$ cat src/design/sid_pkg.sv
// package with widths, constants and the pipeline stage type of the divider
`default_nettype none

package sid_pkg;

    localparam int DATA_WIDTH = 32;
    localparam int S_TDATA_WIDTH = ((2 * DATA_WIDTH + 7) / 8) * 8;
    localparam int M_TDATA_WIDTH = ((DATA_WIDTH + 7) / 8) * 8;
    localparam int NUM_STEPS = DATA_WIDTH;

    localparam logic [DATA_WIDTH-1:0] INT_MAX = {1'b0, {(DATA_WIDTH - 1){1'b1}}};
    localparam logic [DATA_WIDTH-1:0] ZERO = '0;

    // one word in flight through the divide pipeline
    typedef struct packed {
        logic                  valid;
        logic                  neg;
        logic                  dbz;
        logic [DATA_WIDTH-1:0] rem;
        logic [DATA_WIDTH-1:0] acc;
        logic [DATA_WIDTH-1:0] dsr;
    } sid_stage_t;

endpackage

`default_nettype wire

$ cat src/design/sid_step.sv
// one restoring divide step with its pipeline register
`default_nettype none

module sid_step (
    input  wire logic               aclk,
    input  wire logic               aresetn,
    input  wire logic               advance,
    input  wire sid_pkg::sid_stage_t stage_in,
    output sid_pkg::sid_stage_t     stage_out
);

    sid_pkg::sid_stage_t stage_reg;
    sid_pkg::sid_stage_t stage_next;
    logic [sid_pkg::DATA_WIDTH:0] trial;
    logic [sid_pkg::DATA_WIDTH:0] diff;

    always_comb begin
        trial = {stage_in.rem, stage_in.acc[sid_pkg::DATA_WIDTH-1]};
        diff = trial - {1'b0, stage_in.dsr};
        stage_next = stage_in;
        if (!diff[sid_pkg::DATA_WIDTH]) begin
            stage_next.rem = diff[sid_pkg::DATA_WIDTH-1:0];
        end else begin
            stage_next.rem = trial[sid_pkg::DATA_WIDTH-1:0];
        end
        // dividend bit shifts out, quotient bit shifts in
        stage_next.acc = {stage_in.acc[sid_pkg::DATA_WIDTH-2:0], ~diff[sid_pkg::DATA_WIDTH]};
    end

    // only the valid bit is cleared by reset
    always_ff @(posedge aclk) begin
        if (!aresetn) begin
            stage_reg.valid <= 1'b0;
        end else if (advance) begin
            stage_reg <= stage_next;
        end
    end

    assign stage_out = stage_reg;

endmodule

`default_nettype wire

$ cat config.mk
export PLATFORM = sky130hd
export DESIGN_NAME = sid_step
export DESIGN_NICKNAME = d
export VERILOG_FILES = /design/src/design/sid_pkg.sv /design/src/design/sid_step.sv
export SDC_FILE = /design/constraint.sdc
export NUM_CORES = 1
export LEC_CHECK = 0
export BUFFER_PORTS_ARGS = -buffer_cell sky130_fd_sc_hd__buf_2
export CORE_ASPECT_RATIO = 1.25
export CORE_MARGIN = 2
export CORE_UTILIZATION = 45
export CTS_CLUSTER_DIAMETER = 80
export CTS_CLUSTER_SIZE = 28
export DETAILED_ROUTE_END_ITERATION = 16
export GPL_TIMING_DRIVEN = 0
export PLACE_DENSITY = 0.74
export SYNTH_ARGS = -nofsm -noshare
export SYNTH_HDL_FRONTEND = slang
export SYNTH_SLANG_ARGS = --single-unit
$ cat constraint.sdc
create_clock -name aclk -period 7 [get_ports aclk]
set_input_delay 0.35 -clock aclk [delete_from_list [all_inputs] [get_ports aclk]]
set_output_delay 0.35 -clock aclk [all_outputs]
set_load 0.01 [all_outputs]
==> results.json <==
{
  "status": "completed",
  "clk_path_buf_depth": 2,
  "hold_path.class": "in -> reg",
  "tightest_slew_ps": 591,
  "rrSetupSlack_ps": 6400,
  "irDropWorstVdd_mv": 0.166,
  "antenna_found_initial": 0,
  "vias_per_cell": 5.07,
  "ys.flop_type": "edfxtp_1",
  "place_hpwl_um": 10400,
  "io_buffers": 200,
  "setup_viol": 0,
  "drtAntennaViolNets": 0,
  "cts_tree": "built",
  "grt_first_pass_wirelength_um": 19800,
  "grt_pass1_vias": 4218,
  "skew_ps": 0,
  "root_buffer": "clkbuf_16",
  "r2r-start": "stage_out[98]",
  "syn-mean-instance-area_um2": 12.3,
  "route.vias.total": 4189,
  "startpoint": "stage_in[0]",
  "clock_latency_ps": 330,
  "htreeDepth": 3,
  "synth_top_family_by_area": "compound AO/OA/AOI/OAI gates",
  "final.min_clock_period_ps": 3110,
  "rr_worst_depth": 2,
  "synth_xor_area_share_pct": 3.68,
  "max_slew_margin_pct": 60.4,
  "ys_ff_latch": 99,
  "die_height_um": 127,
  "cts_sinks": 99,
  "drv_slew": 0,
  "post_drt_wl_per_cell_um": 15.7,
  "rows": 45,
  "rsz0062_at_grt": "no",
  "synth_top_area_share_pct": 53.8,
  "start_util_pct": 45.6,
  "yosys_warnings": 0,
  "cp-endpoint": "stage_out[87]",
  "drc": 0,
  "synth_compound_area_share_pct": 12.5,
  "numCtsBuffers": 9,
  "yosysUniqueCellTypes": 50,
  "post_cts_buffers": 0,
  "maxCapViolations": 0,
  "clk_pin_slew_ps": 70,
  "muxShareOfSynthArea_pct": 8.57,
  "ctsResizeCount": 0,
  "ys_seq_area_share_pct": 54.1,
  "finalHoldViolCount": 0,
  "dp.cells": 811,
  "drt_iter0_drc": 134,
  "timing.rr.end": "stage_out[98]",
  "drive_gt1_share_pct": 38.9,
  "die-width_um": 103,
  "fin_nets": 793,
  "hold_depth": 1,
  "synth_cells": 446,
  "wl_um": 12900,
  "area_delta_synth_final_pct": 28.1,
  "power_leakage_uw": 0.00319,
  "firstDrtPassIters": 5,
  "synth_area_um2": 5470,
  "netlist_top_cells_area": "edfxtp_1 54%, ha_1 7.3%, mux2_4 6.9%",
  "syn_nets": 581,
  "synth_edf_count": 98,
  "pin_count": 201,
  "power.density_nw_per_um2": 230,
  "synth-simple-area-share_pct": 9.58,
  "crit_required_ps": 7080,
  "crit_arrival_ps": 3190,
  "grt_util_all_layers_pct": 19.4,
  "cts_hold_buf": 0,
  "timing.final.crit_share_pct": 44.4,
  "start_kind": "input pin",
  "core-area_um2": 12000,
  "largest_register_ff_count": 99,
  "final_cells": 827,
  "placed_area_um2": 6710,
  "die_area_um2": 13100,
  "gp_congestion": 0.858,
  "antenna_cells": 0,
  "critPathKind": "in -> reg",
  "synth_top_cell_by_area": "edfxtp_1",
  "grt_max_degree": 66,
  "grt_overflow": 0,
  "max_clock_freq_mhz": 322,
  "async_reset_ff_share_pct": 0,
  "synthAdderAreaFrac_pct": 7.68,
  "setup_tns_ps": 0,
  "end_kind": "flop",
  "fin_area_um2": 7010,
  "crit_fanout": 10
}
## synthesized netlist by cell type (4+ instances only)
cell and count:
edfxtp_1 98, a21oi_1 38, inv_1 38, ha_1 32, nand2_1 27, mux2_4 25, a21o_1 18, nor2_1 18
o21ai_0 17, xnor2_1 13, nand3_1 10, xor2_1 10, nand2b_1 8, mux2i_1 6, nand4_1 6, nor2b_1 6
o211ai_1 6, clkbuf_1 5, o21a_1 5, o21bai_1 5, and2_1 4, and3_1 4, nor3_1 4
## cells in the final DEF, fill, tap and decap left out, types with 5 or more instances in the layout
cell         n
ha_1        32
nand2b_1     8
buf_2      202
nand3_1     10
a21oi_1     38
clkbuf_1     6
mux2_4      25
nand2_1     27
xor2_1      10
o21ai_0     17
xnor2_1     13
o21bai_1     5
mux2i_1      6
o21a_1       5
nand4_1      6
inv_1       38
nor2_1      18
nor2b_1      6
edfxtp_1    98
clkbuf_16    9
a21o_1      18
o211ai_1     6
## report_power, final
part           internal (uW)  switching, uW
sequential               713           10.2
clock                    281            214
combinational            187            206
total                   1180            430
## metrics by stage
| step | util, % | hold slack (ps) | setup slack, ps | total power [uW] |
|---|---|---|---|---|
| final | 58.5 | 187 | 3890 | 1610 |
| after global routing | 58.5 | 171 | 3640 | 1690 |
| after CTS | 58.5 | 171 | 3810 | 1630 |
| after detailed placement | 55.9 | 528 | 3470 | 1130 |
| after global placement | 55.7 | 492 | 3040 | 1120 |
| after floorplan | - | 449 | 3920 | 1000 |
## routing by layer
metal / track usage (%) / share of wire [%] / vias to the layer above
li1: - / - / 2090
met1: 20.5 / 38 / 1926
met2: 38.0 / 54 / 159
met3: 4.27 / 6.8 / 14
met4: 4.63 / 1.1 / 0
met5: 0 / 0 / -
## worst min-delay path by stage
stage | slack (ps) | start | endpoint
detailed placement | 530 | stage_in[56] | stage_out[57]
finish | 190 | stage_in[36] | stage_out[37]
global placement | 490 | stage_out[98] | stage_out[98]
CTS | 170 | stage_in[41] | stage_out[42]
floorplan | 450 | stage_in[0] | stage_out[0]
global route | 170 | stage_in[41] | stage_out[42]
## kinds of logic (layout without fill, tap and decap cells)
logic type | after synthesis | in the layout
AOI/OAI and AO/OA | 107 | 107
xor gates and xnor gates | 23 | 23
adders and majority gates | 33 | 33
buffers and inverters | 49 | 266
DFF | 99 | 99
muxes | 34 | 34
and+or+nand+nor | 101 | 101
## worst max-delay path: stages
cell,delay [ps]
buf_2,110
ha_1,220
fa_1,410
nand2b_1,180
a21oi_1,250
o211ai_1,180
a21oi_1,240
o31a_2,230
mux2i_1,100
nor2_2,340
buf_6,250
mux2_4,320
## layout make-up
| class | count | area, um^2 |
|---|---|---|
| Tap cell | 164 | 205 |
| Inverter | 38 | 143 |
| Clock buffer | 10 | 229 |
| Buffer | 11 | 67.6 |
| Clock inverter | 6 | 72.6 |
| Sequential cell | 99 | 2960 |
| Multi-Input combinational cell | 298 | 2300 |
| Timing Repair Buffer | 201 | 1030 |
| Fill cell | 1034 | 4980 |
(Power assumes the default switching activity.)
